[src/rtl/ptds_pkg.sv]
// ----------------------------------------------------------------------------
// ptds_pkg: shared types and constants for the tone period / display scan
// Holds the divider control struct, register indexes and the decode tables.
// ----------------------------------------------------------------------------
package ptds_pkg;

   localparam int DIV_W     = 24;   // dividend and quotient width
   localparam int DIV_DW    = 16;   // divisor width
   localparam int DIV_CNT_W = 5;    // step counter, holds up to DIV_W

   localparam logic [DIV_W-1:0] TIMER_CLOCK = 24'd10000000;

   // reciprocal scaling: floor(x * recip / 2**shift) is exact over the used range
   localparam int          RECIP_SHIFT = 23;
   localparam int          TENTH_SHIFT = 19;
   localparam logic [15:0] TENTH_RECIP = 16'd52429;

   localparam logic [1:0] REG_FREQ_MIN       = 2'd0;
   localparam logic [1:0] REG_FREQ_MAX       = 2'd1;
   localparam logic [1:0] REG_ADC_FULL_SCALE = 2'd2;

   typedef struct packed {
      logic                 start;
      logic [DIV_CNT_W-1:0] steps;
   } ptds_div_ctl_type;

   function automatic logic [6:0] seg_pattern(input logic [3:0] digit);
      logic [6:0] pat;
      case (digit)
         4'd0:    pat = 7'h3F;
         4'd1:    pat = 7'h06;
         4'd2:    pat = 7'h5B;
         4'd3:    pat = 7'h4F;
         4'd4:    pat = 7'h66;
         4'd5:    pat = 7'h6D;
         4'd6:    pat = 7'h7D;
         4'd7:    pat = 7'h07;
         4'd8:    pat = 7'h7F;
         4'd9:    pat = 7'h6F;
         default: pat = 7'h00;
      endcase
      return pat;
   endfunction

   // 2**RECIP_SHIFT / 10**idx, rounded up; exact for 13-bit dividends
   function automatic logic [23:0] digit_recip(input logic [1:0] idx);
      logic [23:0] p;
      case (idx)
         2'd0:    p = 24'd8388608;
         2'd1:    p = 24'd838861;
         2'd2:    p = 24'd83887;
         default: p = 24'd8389;
      endcase
      return p;
   endfunction

endpackage

[src/rtl/ptds_div.sv]
// ----------------------------------------------------------------------------
// ptds_div: radix-2 restoring divider
// Takes a left-aligned dividend and a step count, produces one quotient bit
// per cycle; done pulses for one cycle when the quotient is valid.
// ----------------------------------------------------------------------------
module ptds_div (
   input  logic                       clock,
   input  logic                       reset,
   input  ptds_pkg::ptds_div_ctl_type ctl,
   input  logic [23:0]                dividend,
   input  logic [15:0]                divisor,
   output logic [23:0]                quotient,
   output logic                       done
);
   import ptds_pkg::*;

   logic [DIV_W-1:0]     q_ff, q_in;
   logic [DIV_DW-1:0]    r_ff, r_in;
   logic [DIV_DW-1:0]    d_ff, d_in;
   logic [DIV_CNT_W-1:0] cnt_ff, cnt_in;
   logic                 done_ff, done_in;
   logic [DIV_DW:0]      trial;
   logic [DIV_DW:0]      diff;
   logic                 fits;

   always_comb begin
      trial = {r_ff, q_ff[DIV_W-1]};
      diff  = trial - {1'b0, d_ff};
      fits  = (trial >= {1'b0, d_ff});

      q_in    = q_ff;
      r_in    = r_ff;
      d_in    = d_ff;
      cnt_in  = cnt_ff;
      done_in = (cnt_ff == DIV_CNT_W'(1));
      if (ctl.start) begin
         q_in   = dividend;
         r_in   = '0;
         d_in   = divisor;
         cnt_in = ctl.steps;
      end else if (cnt_ff != '0) begin
         q_in   = {q_ff[DIV_W-2:0], fits};
         r_in   = fits ? diff[DIV_DW-1:0] : trial[DIV_DW-1:0];
         cnt_in = cnt_ff - DIV_CNT_W'(1);
      end
   end

   always_ff @(posedge clock) begin
      if (reset) begin
         cnt_ff  <= '0;
         done_ff <= 1'b0;
      end else begin
         cnt_ff  <= cnt_in;
         done_ff <= done_in;
      end
      q_ff <= q_in;
      r_ff <= r_in;
      d_ff <= d_in;
   end

   assign quotient = q_ff;
   assign done     = done_ff;

   a_done_after_last_step: assert property (@(posedge clock) disable iff (reset)
      (cnt_ff == DIV_CNT_W'(1)) && !ctl.start |=> done_ff)
      else $error("divider done missing after last step");
   a_done_idle: assert property (@(posedge clock) disable iff (reset)
      done_ff |-> (cnt_ff == '0))
      else $error("divider done while still stepping");
   a_rem_below_divisor: assert property (@(posedge clock) disable iff (reset)
      done_ff && (d_ff != '0) |-> (r_ff < d_ff))
      else $error("divider remainder not below divisor");

endmodule

[src/rtl/pot_tone_period_and_display_scan.sv]
// ----------------------------------------------------------------------------
// pot_tone_period_and_display_scan: tone period mapping and display scan
// Per scan tick: drive one display digit from the stored value, map the
// converter sample to a tone frequency and derive the timer period.
//
//   channel   direction  handshake               payload
//   req       in         req_valid / req_ready   req_adc_sample
//   rsp       out        rsp_valid / rsp_ready   segments, digit_enable,
//                                                period_top, compare_level,
//                                                frequency
//   csr       in         csr_we (no wait)        csr_index, csr_wdata
//
// A request makes two passes through the single one-bit-per-cycle divider
// (17 slope steps and 24 period steps, each followed by collecting the
// quotient) between its sequencing states; the display digit and the stored
// tenths come from reciprocal multiplies. One request is in work at a time;
// req_ready is high only when idle. The result is held in an output register
// until taken; a stalled rsp side holds the sequencer in its final state.
// Synchronous active-high reset restores the register defaults and the scan.
// ----------------------------------------------------------------------------
module pot_tone_period_and_display_scan #(
   parameter int NUM_DIGITS = 4
) (
   input  logic        clock,
   input  logic        reset,
   input  logic        req_valid,
   output logic        req_ready,
   input  logic [9:0]  req_adc_sample,
   output logic        rsp_valid,
   input  logic        rsp_ready,
   output logic [6:0]  rsp_segments,
   output logic [3:0]  rsp_digit_enable,
   output logic [15:0] rsp_period_top,
   output logic [14:0] rsp_compare_level,
   output logic [15:0] rsp_frequency,
   input  logic        csr_we,
   input  logic [1:0]  csr_index,
   input  logic [15:0] csr_wdata
);
   import ptds_pkg::*;

   localparam logic [2:0] NUM_DIGITS_U = 3'(NUM_DIGITS);

   typedef enum logic [8:0] {
      ST_IDLE   = 9'b000000001,
      ST_DIGQ   = 9'b000000010,
      ST_DIGR   = 9'b000000100,
      ST_SLOPE  = 9'b000001000,
      ST_MUL    = 9'b000010000,
      ST_FREQ   = 9'b000100000,
      ST_PERIOD = 9'b001000000,
      ST_SHOWN  = 9'b010000000,
      ST_DONE   = 9'b100000000
   } state_type;

   state_type state_ff, state_in;

   logic [15:0]        freq_min_ff, freq_min_in;
   logic [15:0]        freq_max_ff, freq_max_in;
   logic [9:0]         full_scale_ff, full_scale_in;
   logic [1:0]         scan_pos_ff, scan_pos_in;
   logic [12:0]        shown_ff, shown_in;

   logic [9:0]         sample_ff, sample_in;
   logic [1:0]         idx_ff, idx_in;
   logic [12:0]        quot_ff, quot_in;
   logic [3:0]         digit_ff, digit_in;
   logic signed [16:0] slope_ff, slope_in;
   logic signed [27:0] mapped_ff, mapped_in;
   logic [15:0]        freq_ff, freq_in;
   logic [15:0]        period_ff, period_in;
   logic [12:0]        shown_next_ff, shown_next_in;

   logic               rsp_valid_ff, rsp_valid_in;
   logic [6:0]         rsp_segments_ff, rsp_segments_in;
   logic [3:0]         rsp_digit_enable_ff, rsp_digit_enable_in;
   logic [15:0]        rsp_period_ff, rsp_period_in;
   logic [15:0]        rsp_freq_ff, rsp_freq_in;

   ptds_div_ctl_type   div_ctl;
   logic [DIV_W-1:0]   div_dividend;
   logic [DIV_DW-1:0]  div_divisor;
   logic [DIV_W-1:0]   div_q;
   logic               div_done;

   logic [1:0]         pos_sel;
   logic [2:0]         pos_inc;
   logic signed [16:0] diff;
   logic [16:0]        diff_abs;
   logic signed [28:0] sum;
   logic [15:0]        freq_c;
   logic [35:0]        dig_prod;
   logic [15:0]        tenth_arg;
   logic [31:0]        tenth_prod;
   logic [12:0]        tenth_q;
   logic [12:0]        tens_x10;

   ptds_div u_div (
      .clock     (clock),
      .reset     (reset),
      .ctl       (div_ctl),
      .dividend  (div_dividend),
      .divisor   (div_divisor),
      .quotient  (div_q),
      .done      (div_done)
   );

   always_comb begin
      // a stale position past the last digit restarts at the units
      pos_sel  = ({1'b0, scan_pos_ff} >= NUM_DIGITS_U) ? 2'd0 : scan_pos_ff;
      pos_inc  = {1'b0, pos_sel} + 3'd1;
      diff     = $signed({1'b0, freq_max_ff}) - $signed({1'b0, freq_min_ff});
      diff_abs = diff[16] ? 17'(-diff) : 17'(diff);
      sum      = 29'(mapped_ff) + $signed({13'd0, freq_min_ff});
      if (sum < 29'sd1) begin
         freq_c = 16'd1;
      end else if (sum > 29'sd65535) begin
         freq_c = 16'hFFFF;
      end else begin
         freq_c = sum[15:0];
      end
      // shown value over the digit's power of ten
      dig_prod   = 36'(shown_ff) * 36'(digit_recip(idx_ff));
      // shared divide-by-ten: digit quotient, or the frequency for display
      tenth_arg  = (state_ff == ST_SHOWN) ? freq_ff : {3'd0, quot_ff};
      tenth_prod = 32'(tenth_arg) * 32'(TENTH_RECIP);
      tenth_q    = tenth_prod[TENTH_SHIFT+12:TENTH_SHIFT];
      tens_x10   = {tenth_q[9:0], 3'd0} + {2'd0, tenth_q[9:0], 1'b0};
   end

   always_comb begin
      state_in            = state_ff;
      freq_min_in         = freq_min_ff;
      freq_max_in         = freq_max_ff;
      full_scale_in       = full_scale_ff;
      scan_pos_in         = scan_pos_ff;
      shown_in            = shown_ff;
      sample_in           = sample_ff;
      idx_in              = idx_ff;
      quot_in             = quot_ff;
      digit_in            = digit_ff;
      slope_in            = slope_ff;
      mapped_in           = mapped_ff;
      freq_in             = freq_ff;
      period_in           = period_ff;
      shown_next_in       = shown_next_ff;
      rsp_valid_in        = rsp_valid_ff & ~rsp_ready;
      rsp_segments_in     = rsp_segments_ff;
      rsp_digit_enable_in = rsp_digit_enable_ff;
      rsp_period_in       = rsp_period_ff;
      rsp_freq_in         = rsp_freq_ff;
      div_ctl.start       = 1'b0;
      div_ctl.steps       = '0;
      div_dividend        = '0;
      div_divisor         = '0;

      if (csr_we) begin
         unique case (csr_index)
            REG_FREQ_MIN:       freq_min_in   = csr_wdata;
            REG_FREQ_MAX:       freq_max_in   = csr_wdata;
            REG_ADC_FULL_SCALE: full_scale_in = csr_wdata[9:0];
            default: ;
         endcase
      end

      unique case (state_ff)
         ST_IDLE: begin
            if (req_valid) begin
               sample_in     = req_adc_sample;
               idx_in        = pos_sel;
               scan_pos_in   = (pos_inc >= NUM_DIGITS_U) ? 2'd0 : pos_inc[1:0];
               state_in      = ST_DIGQ;
            end
         end
         ST_DIGQ: begin
            quot_in  = dig_prod[RECIP_SHIFT+12:RECIP_SHIFT];
            state_in = ST_DIGR;
         end
         ST_DIGR: begin
            digit_in      = 4'(quot_ff - tens_x10);
            div_ctl.start = 1'b1;
            div_ctl.steps = DIV_CNT_W'(17);
            div_dividend  = {diff_abs, 7'd0};
            div_divisor   = {6'd0, full_scale_ff};
            state_in      = ST_SLOPE;
         end
         ST_SLOPE: begin
            if (div_done) begin
               // zero full scale gives a flat mapping
               if (full_scale_ff == '0) begin
                  slope_in = '0;
               end else if (diff[16]) begin
                  slope_in = -$signed(div_q[16:0]);
               end else begin
                  slope_in = $signed(div_q[16:0]);
               end
               state_in = ST_MUL;
            end
         end
         ST_MUL: begin
            mapped_in = 28'(slope_ff * $signed({1'b0, sample_ff}));
            state_in  = ST_FREQ;
         end
         ST_FREQ: begin
            freq_in       = freq_c;
            div_ctl.start = 1'b1;
            div_ctl.steps = DIV_CNT_W'(24);
            div_dividend  = TIMER_CLOCK;
            div_divisor   = freq_c;
            state_in      = ST_PERIOD;
         end
         ST_PERIOD: begin
            if (div_done) begin
               // saturate instead of wrapping for low tones
               if (div_q > 24'd65536) begin
                  period_in = 16'hFFFF;
               end else begin
                  period_in = 16'(div_q - 24'd1);
               end
               state_in = ST_SHOWN;
            end
         end
         ST_SHOWN: begin
            shown_next_in = tenth_q;
            state_in      = ST_DONE;
         end
         ST_DONE: begin
            if (!rsp_valid_ff || rsp_ready) begin
               rsp_valid_in        = 1'b1;
               rsp_segments_in     = seg_pattern(digit_ff);
               rsp_digit_enable_in = 4'b0001 << idx_ff;
               rsp_period_in       = period_ff;
               rsp_freq_in         = freq_ff;
               shown_in            = shown_next_ff;
               state_in            = ST_IDLE;
            end
         end
         default: state_in = ST_IDLE;
      endcase
   end

   always_ff @(posedge clock) begin
      if (reset) begin
         state_ff      <= ST_IDLE;
         freq_min_ff   <= 16'd20;
         freq_max_ff   <= 16'd20000;
         full_scale_ff <= 10'd1023;
         scan_pos_ff   <= 2'd0;
         shown_ff      <= 13'd0;
         rsp_valid_ff  <= 1'b0;
      end else begin
         state_ff      <= state_in;
         freq_min_ff   <= freq_min_in;
         freq_max_ff   <= freq_max_in;
         full_scale_ff <= full_scale_in;
         scan_pos_ff   <= scan_pos_in;
         shown_ff      <= shown_in;
         rsp_valid_ff  <= rsp_valid_in;
      end
      sample_ff           <= sample_in;
      idx_ff              <= idx_in;
      quot_ff             <= quot_in;
      digit_ff            <= digit_in;
      slope_ff            <= slope_in;
      mapped_ff           <= mapped_in;
      freq_ff             <= freq_in;
      period_ff           <= period_in;
      shown_next_ff       <= shown_next_in;
      rsp_segments_ff     <= rsp_segments_in;
      rsp_digit_enable_ff <= rsp_digit_enable_in;
      rsp_period_ff       <= rsp_period_in;
      rsp_freq_ff         <= rsp_freq_in;
   end

   assign req_ready         = (state_ff == ST_IDLE);
   assign rsp_valid         = rsp_valid_ff;
   assign rsp_segments      = rsp_segments_ff;
   assign rsp_digit_enable  = rsp_digit_enable_ff;
   assign rsp_period_top    = rsp_period_ff;
   assign rsp_compare_level = rsp_period_ff[15:1];
   assign rsp_frequency     = rsp_freq_ff;

   a_digit_decimal: assert property (@(posedge clock) disable iff (reset)
      (state_ff == ST_DONE) |-> (digit_ff <= 4'd9))
      else $error("display digit out of decimal range");
   a_div_done_in_wait: assert property (@(posedge clock) disable iff (reset)
      div_done |-> (state_ff == ST_SLOPE) || (state_ff == ST_PERIOD))
      else $error("divider result arrived outside a divide state");
   a_enable_onehot: assert property (@(posedge clock) disable iff (reset)
      rsp_valid_ff |-> $onehot(rsp_digit_enable_ff))
      else $error("digit enable not one-hot");
   a_freq_nonzero: assert property (@(posedge clock) disable iff (reset)
      rsp_valid_ff |-> (rsp_freq_ff != 16'd0))
      else $error("frequency left the clamp range");
   a_scan_in_range: assert property (@(posedge clock) disable iff (reset)
      $past(req_valid && req_ready) |-> ({1'b0, scan_pos_ff} < NUM_DIGITS_U))
      else $error("scan position beyond digit count");

endmodule
[config.mk]
export PLATFORM = sky130hd
export DESIGN_NAME = pot_tone_period_and_display_scan
export DESIGN_NICKNAME = d
export VERILOG_FILES = /design/src/rtl/ptds_pkg.sv /design/src/rtl/ptds_div.sv /design/src/rtl/pot_tone_period_and_display_scan.sv
export SDC_FILE = /design/constraint.sdc
export NUM_CORES = 2
export LEC_CHECK = 0
export ABC_AREA = 1
export ABC_CLOCK_PERIOD_IN_PS = 6700
export BUFFER_PORTS_ARGS = -buffer_cell sky130_fd_sc_hd__clkbuf_2
export CELL_PAD_IN_SITES_DETAIL_PLACEMENT = 0
export CELL_PAD_IN_SITES_GLOBAL_PLACEMENT = 1
export CORE_ASPECT_RATIO = 0.7
export CORE_MARGIN = 10
export CORE_UTILIZATION = 45
export CTS_CLUSTER_SIZE = 25
export DETAILED_ROUTE_END_ITERATION = 6
export PLACE_DENSITY_LB_ADDON = 0.1
export SLEW_MARGIN = 30
export SYNTH_ARGS = -nofsm -noshare
export SYNTH_HDL_FRONTEND = slang
export SYNTH_SLANG_ARGS = --single-unit
[constraint.sdc]
create_clock -name clock -period 6.7 [get_ports clock]
set_input_delay 0.335 -clock clock [delete_from_list [all_inputs] [get_ports clock]]
set_output_delay 0.335 -clock clock [all_outputs]
set_load 0.02 [all_outputs]
# After elaboration in Yosys (flattened, before gate mapping)
# Memory sizes are Yosys's and may differ from the RTL's. A register that Yosys moved wholly into a read port is not among the register bits.
# Cells that the tools add are included.
# word_totals
regBits	284
elab_cells	101
input_bits	33
n_memories	1
rom_bits	112
output_inout_bits	60
# memory_table
memory	depth	word_bits	read_ports	rd_ports_with_merged_regs	wr	line_no	source
(name not given)	16	7	1	1	0	ptds_pkg.sv:29	case (digit)
# op_classes
add_sub_neg	10
eq_ne	18
shifts	1
muxes	22
multipliers	3
n_bitwise	2
reduce_logical	15
order_cmp	5
# ops
operator	n
$pmux W9 S9	1
$pmux W24 S3	1
$mux W16	4
$mux W24	2
$pmux W24 S2	1
$mul A13 B24 Y36	1
$mux W9	4
$mux W17	2
$neg A17 Y17	2
$mul A16 B16 Y32 const B	1
$pmux W16 S2	1
$add A28 B17 Y29	1
$gt A29 B17 Y1 const B	1
$lt A29 B2 Y1 const B	1
$mul A17 B11 Y28	1
$gt A24 B17 Y1 const B	1
$ge A17 B16 Y1	1
$sub A16 B16 Y17	1
$sub A16 B1 Y16 const B	1
$sub A16 B16 Y16	1
$reduce_and A2 Y1	7
$pmux W6 S2	1
$logic_not A10 Y1	1
$mux W5	2
30 further kinds	36

# Depth between registers and ports, before layout
# depth
depth_word	5
ltp_mapped	35
depth_no_buf	35

# Cells and area by module
# From an unflattened synthesis, not the netlist that was laid out.
# hier_totals
hier_cells	4286
hier_area_um2	34591.9
# modules_own_cells
mod	seq_area_each_um2	cells_per_inst	area_each_um2	n_inst
pot_tone_period_and_display_scan	6206.0	3806	30914.6	1
ptds_div	1641.6	480	3677.3	1

# Worst setup path before layout
# OpenSTA, ideal clock, no wires.
# synth_timing
kind	register -> register
startpoint	register state_ff[3]
endpoint	register digit_ff[3], data pin
arrival_time_ps	6173
slack_ps	278
synth_period_minus_slack_ps	6422
setup_time_ps	249
required_ps	6451
path_stages_with_launch	33
n_path_buf	1
cell_sequence	dfxtp_1 nor2_1 nand2_1 nor2_4 nand2_2 inv_1 clkbuf_1 nand2_1 nand2_1 ha_1 ha_1 inv_1 fa_1 inv_1 fa_1 fa_1 inv_1 fa_1 inv_1 ha_1 a21o_1 a21oi_1 nor2_1 nor2_1 a21o_1 nand2_1 ha_1 xnor2_1 nand3b_1 nand2_1 nand4_1 nand2_1 inv_1
# synth_via
elab_chain_len	5
# synth_rtl
element	line_no	source
start: declaration	pot_tone_period_and_display_scan.sv:56	state_type state_ff, state_in;
start signal: assignment	pot_tone_period_and_display_scan.sv:252	state_ff <= state_in;
$eq A9 B8 Y1	pot_tone_period_and_display_scan.sv:125	tenth_arg = (state_ff == ST_SHOWN) ? freq_ff : {3'd0, quot_ff};
$mux W16	pot_tone_period_and_display_scan.sv:125	
$mul A16 B16 Y32	pot_tone_period_and_display_scan.sv:126	tenth_prod = 32'(tenth_arg) * 32'(TENTH_RECIP);
net tenth_prod[20]	pot_tone_period_and_display_scan.sv:94	logic [31:0] tenth_prod;
$add A4 B4 Y4	pot_tone_period_and_display_scan.sv:128	tens_x10 = {tenth_q[9:0], 3'd0} + {2'd0, tenth_q[9:0], 1'b0};
$sub A4 B4 Y4	pot_tone_period_and_display_scan.sv:180	digit_in = 4'(quot_ff - tens_x10);
end signal: assignment	pot_tone_period_and_display_scan.sv:263	digit_ff <= digit_in;
end: declaration	pot_tone_period_and_display_scan.sv:67	logic [3:0] digit_ff, digit_in;
# The timed path passes the listed nets, and every way through them passes these cells.
# A chain may end at the register's enable or synchronous reset.

# Worst setup path after layout
# Ends and elaborated chain as after synthesis.

==> results.md <==
- Mapped Nets: 4933
- Dpl ws: -27.2 ps
- Worst path arrival time: about 6800 ps
- Routability cong.: about 0.95
- Post-Syn Area: 0.0340 mm2
- Netlist cell types: 56
- Biggest area consumer among synthesized cells: fa_1
- Startpoint types: register
- Final Hold Fails: 0
- DRC: 0
- Core Region: about 0.075 mm2
- Share of Yosys cell area claimed by the top area cell type: a little under a quarter
- Initial drt markers: 1969
- Fin crit share: between 90% and 100%
- Synth Register Bits: 291
- First-pass iteration count of the detailed router: 6
- Fin crit period: about 6400 ps
- Worst VDD drop: ~0.0007 V
- Hold Path Class: in -> reg
- Die area: between 0.08 and 0.09 mm2
- Synth-to-Final Area Change: 9.11%
- DP Wirelength: ~82000 um
- R2R depth: 30
- Starting Density: between 40% and 50%
- Wirelength per Cell: between 15 and 20 um
- Number of synthesized flops with an enable pin: approximately 200
- Die H: 250 um
- Worst Setup EP: digit_ff[3]
- Final setup vio count: 0
- Post-synth ARST share: 0%
- Worst setup margin: around 270 ps
- Cell Pwr Density: about 530 mW/mm2
- Via density: 5.00
- Fill count: about 7400
- Row count: 84
- Vias in the first global route: ~26000
- Synth Instances: between 4000 and 5000
- Clock tree from TritonCTS: done
- Maxcap violations: 0
- Max frequency: 156 MHz
- # H-tree levels: 2
- Register area share after synthesis: 23.1%
- Initial antenna violation count: 1
- Clock root cell: clkbuf_16
- Total gr overflow: 0
- Actual slew at the worst max-slew pin: between 900 and 1000 ps
- Antenna Cells: 0
- First-pass GRT wire length: approximately 150000 um
- Crit-path max cell delay: between 500 and 600 ps
- Max Root-Sink Buffers: 3
- Area of the multi-input gates: 0.0222 mm2
- Reg clk slew, reported paths: approximately 60 ps
- Leak pwr: about 20 nW
- Ys Warns: 0
- # port buffers: slightly above 90
- R2r endpoint: digit_ff[3]
- Status: finished clean
- Clock Skew: ~28 ps
- Clock Sinks: 291
- Slew margin rel.: a little over a third
- Most frequent CP cell: nand2_1
- Leading cell type by number of instances after synthesis: inv_1
- Io pins: slightly above 90
- CP startpoint: state_ff[3]
- CP endpoint kind: register
- Share of cells above drive strength 1: 7.07%
- Largest net degree at the start of global routing: 43
- Drt total wl: about 97000 um
- Max Fanout on Critical Path: 8
- Die W: ~350 um
- GR Util All Layers: approximately 22%
- Ys flop type: edfxtp_1
- Fin. max-slew vios: 0
- Syn_area_per_cell: slightly above 8 um2
- Vias: ~26000
- FF/Latch Area: 0.00785 mm2
- Critical Path RT: 7040 ps
- NumNets Final: 5034
- Crit path kind: reg -> reg
- Post-DRT Antenna Nets: 0
- Top cells by area, synth: fa_1 24%, edfxtp_1 18%, ha_1 14%, inv_1 10%, nand2_1 10%
- WHS Path Cells: 3
- Slowest CP cell: fa_1
- CTS Buf Count: 36
- Most instantiated cells after synthesis: 950 x inv_1, 947 x nand2_1, 401 x fa_1, 381 x ha_1, 221 x nor2_1
- Clk_lat worst skew: between 500 and 600 ps
- Utilization after layout: 49.5%
- Worst reg2reg setup slack: between 200 and 300 ps
- Worst r2r src: state_ff[3]
-- cells by family (layout without fill, tap and decap cells) --
group	after synthesis	after routing	synth area share, %
adder cells (fa/ha/maj)	782	782	37.6
AO/OA/AOI/OAI	427	427	6.92
XOR/XNOR	93	93	2.42
buffers and inverters	1068	1196	12.1
AND/OR/NAND/NOR	1457	1457	17.9
flip-flops	291	291	23.1
-- worst min-delay path by stage --
stage | startpoint | end | slack [ps]
2_1_floorplan | period_ff[0] | rsp_period_top[0] | 400
3_3_place_gp | period_ff[0] | rsp_period_top[0] | 400
3_5_place_dp | period_ff[12] | rsp_period_top[12] | 400
4_1_cts | csr_wdata[10] | freq_max_ff[10] | 9
5_1_grt | csr_wdata[1] | full_scale_ff[1] | 20
6_report | csr_wdata[10] | freq_max_ff[10] | 30
-- power breakdown --
| group | switching [W] | internal, W | leakage [nW] |
|---|---|---|---|
| registers | 0.000298 | 0.00290 | 2.51 |
| logic | 0.00881 | 0.00566 | 16.9 |
| clock network | 0.000850 | 0.00113 | 0.574 |
| total | 0.00996 | 0.00970 | 20.0 |
-- critical path, delay by kind of cell (launching register included) --
kind                       cells  cell delay [ps]
DFF                            1              340
buffers and inverters          5              410
adders and majority gates      8             3460
and+or+nand+nor               15             1690
AOI/OAI and AO/OA              1              180
xor gates and xnor gates       1               90
-- placed cells by master, fill, tap and decap left out, types with 5 or more instances in the layout --
master,synthesis,routed
a211oi_1,11,11
a21o_1,9,9
a21oi_1,192,188
a21oi_2,2,5
a31oi_1,15,14
buf_4,15,59
clkbuf_1,70,5
clkbuf_16,0,37
clkbuf_2,1,94
clkinv_1,6,7
clkinvlp_4,0,5
dfxtp_1,89,89
dlygate4sd3_1,0,10
edfxtp_1,202,202
fa_1,401,400
ha_1,381,377
inv_1,950,948
inv_2,13,15
nand2_1,947,942
nand2_2,8,12
nand3_1,135,135
nand3_2,14,14
nand3b_1,11,11
nand4_1,39,39
nor2_1,221,215
nor2_2,12,17
nor3_1,42,42
nor4_1,11,10
o211ai_1,10,10
o21ai_0,148,147
o21bai_1,11,11
xnor2_1,31,30
xor2_1,61,61
-- flip-flops by register name, indices dropped and copies added (netlist names), 16 cells and up --
name and count:
slope_ff 17, freq_max_ff 16, u_div.quotient 24, freq_ff 16, freq_min_ff 16, rsp_frequency 16, rsp_period_top 16, period_ff 16
u_div.d_ff 16, u_div.r_ff 16, mapped_ff 28
-- layout make-up --
cell class | count | share of cell area, %
Timing Repair inverter | 1 | 0.0202
Inverter | 969 | 9.82
Tap cell | 989 | 3.34
Timing Repair Buffer | 161 | 2.70
Clock buffer | 46 | 2.65
Clock inverter | 19 | 0.533
Sequential cell | 291 | 21.2
Multi-Input combinational cell | 2759 | 59.8
-- per-stage QoR --
| stage | setup TNS (ps) | area [um2] | total power [W] | hold slack (ps) | cells |
|---|---|---|---|---|---|
| floorplan | 0 | 34000 | 0.0143 | 400 | 4118 |
| global placement | 0 | 35600 | 0.0176 | 402 | 5151 |
| detailed placement | -27.2 | 35600 | 0.0175 | 405 | 5151 |
| CTS | 0 | 36900 | 0.0196 | 9.15 | 5226 |
| global route | -51.1 | 37100 | 0.0221 | 19.7 | 5235 |
| finish | 0 | 37100 | 0.0197 | 27.7 | 5235 |
-- what timing repair did --
action                     CTS  global route
setup endpoints to repair    1             7
hold buffers                10             0
pin swaps                    0             3
hold endpoints to repair    10             0
gates cloned                 0             1
buffers inserted             0             8
gates resized for setup      1            23
-- metal layers --
| metal | part of all wire (%) | vias to the layer above | global-route usage [%] |
|---|---|---|---|
| met5 | 0 | - | 0 |
| met4 | 0.92 | 0 | 2.60 |
| met3 | 7.8 | 61 | 5.01 |
| met2 | 38 | 668 | 29.5 |
| met1 | 53 | 12500 | 36.4 |
| li1 | - | 13000 | - |
No activity file was read; power rests on OpenSTA's default activity.
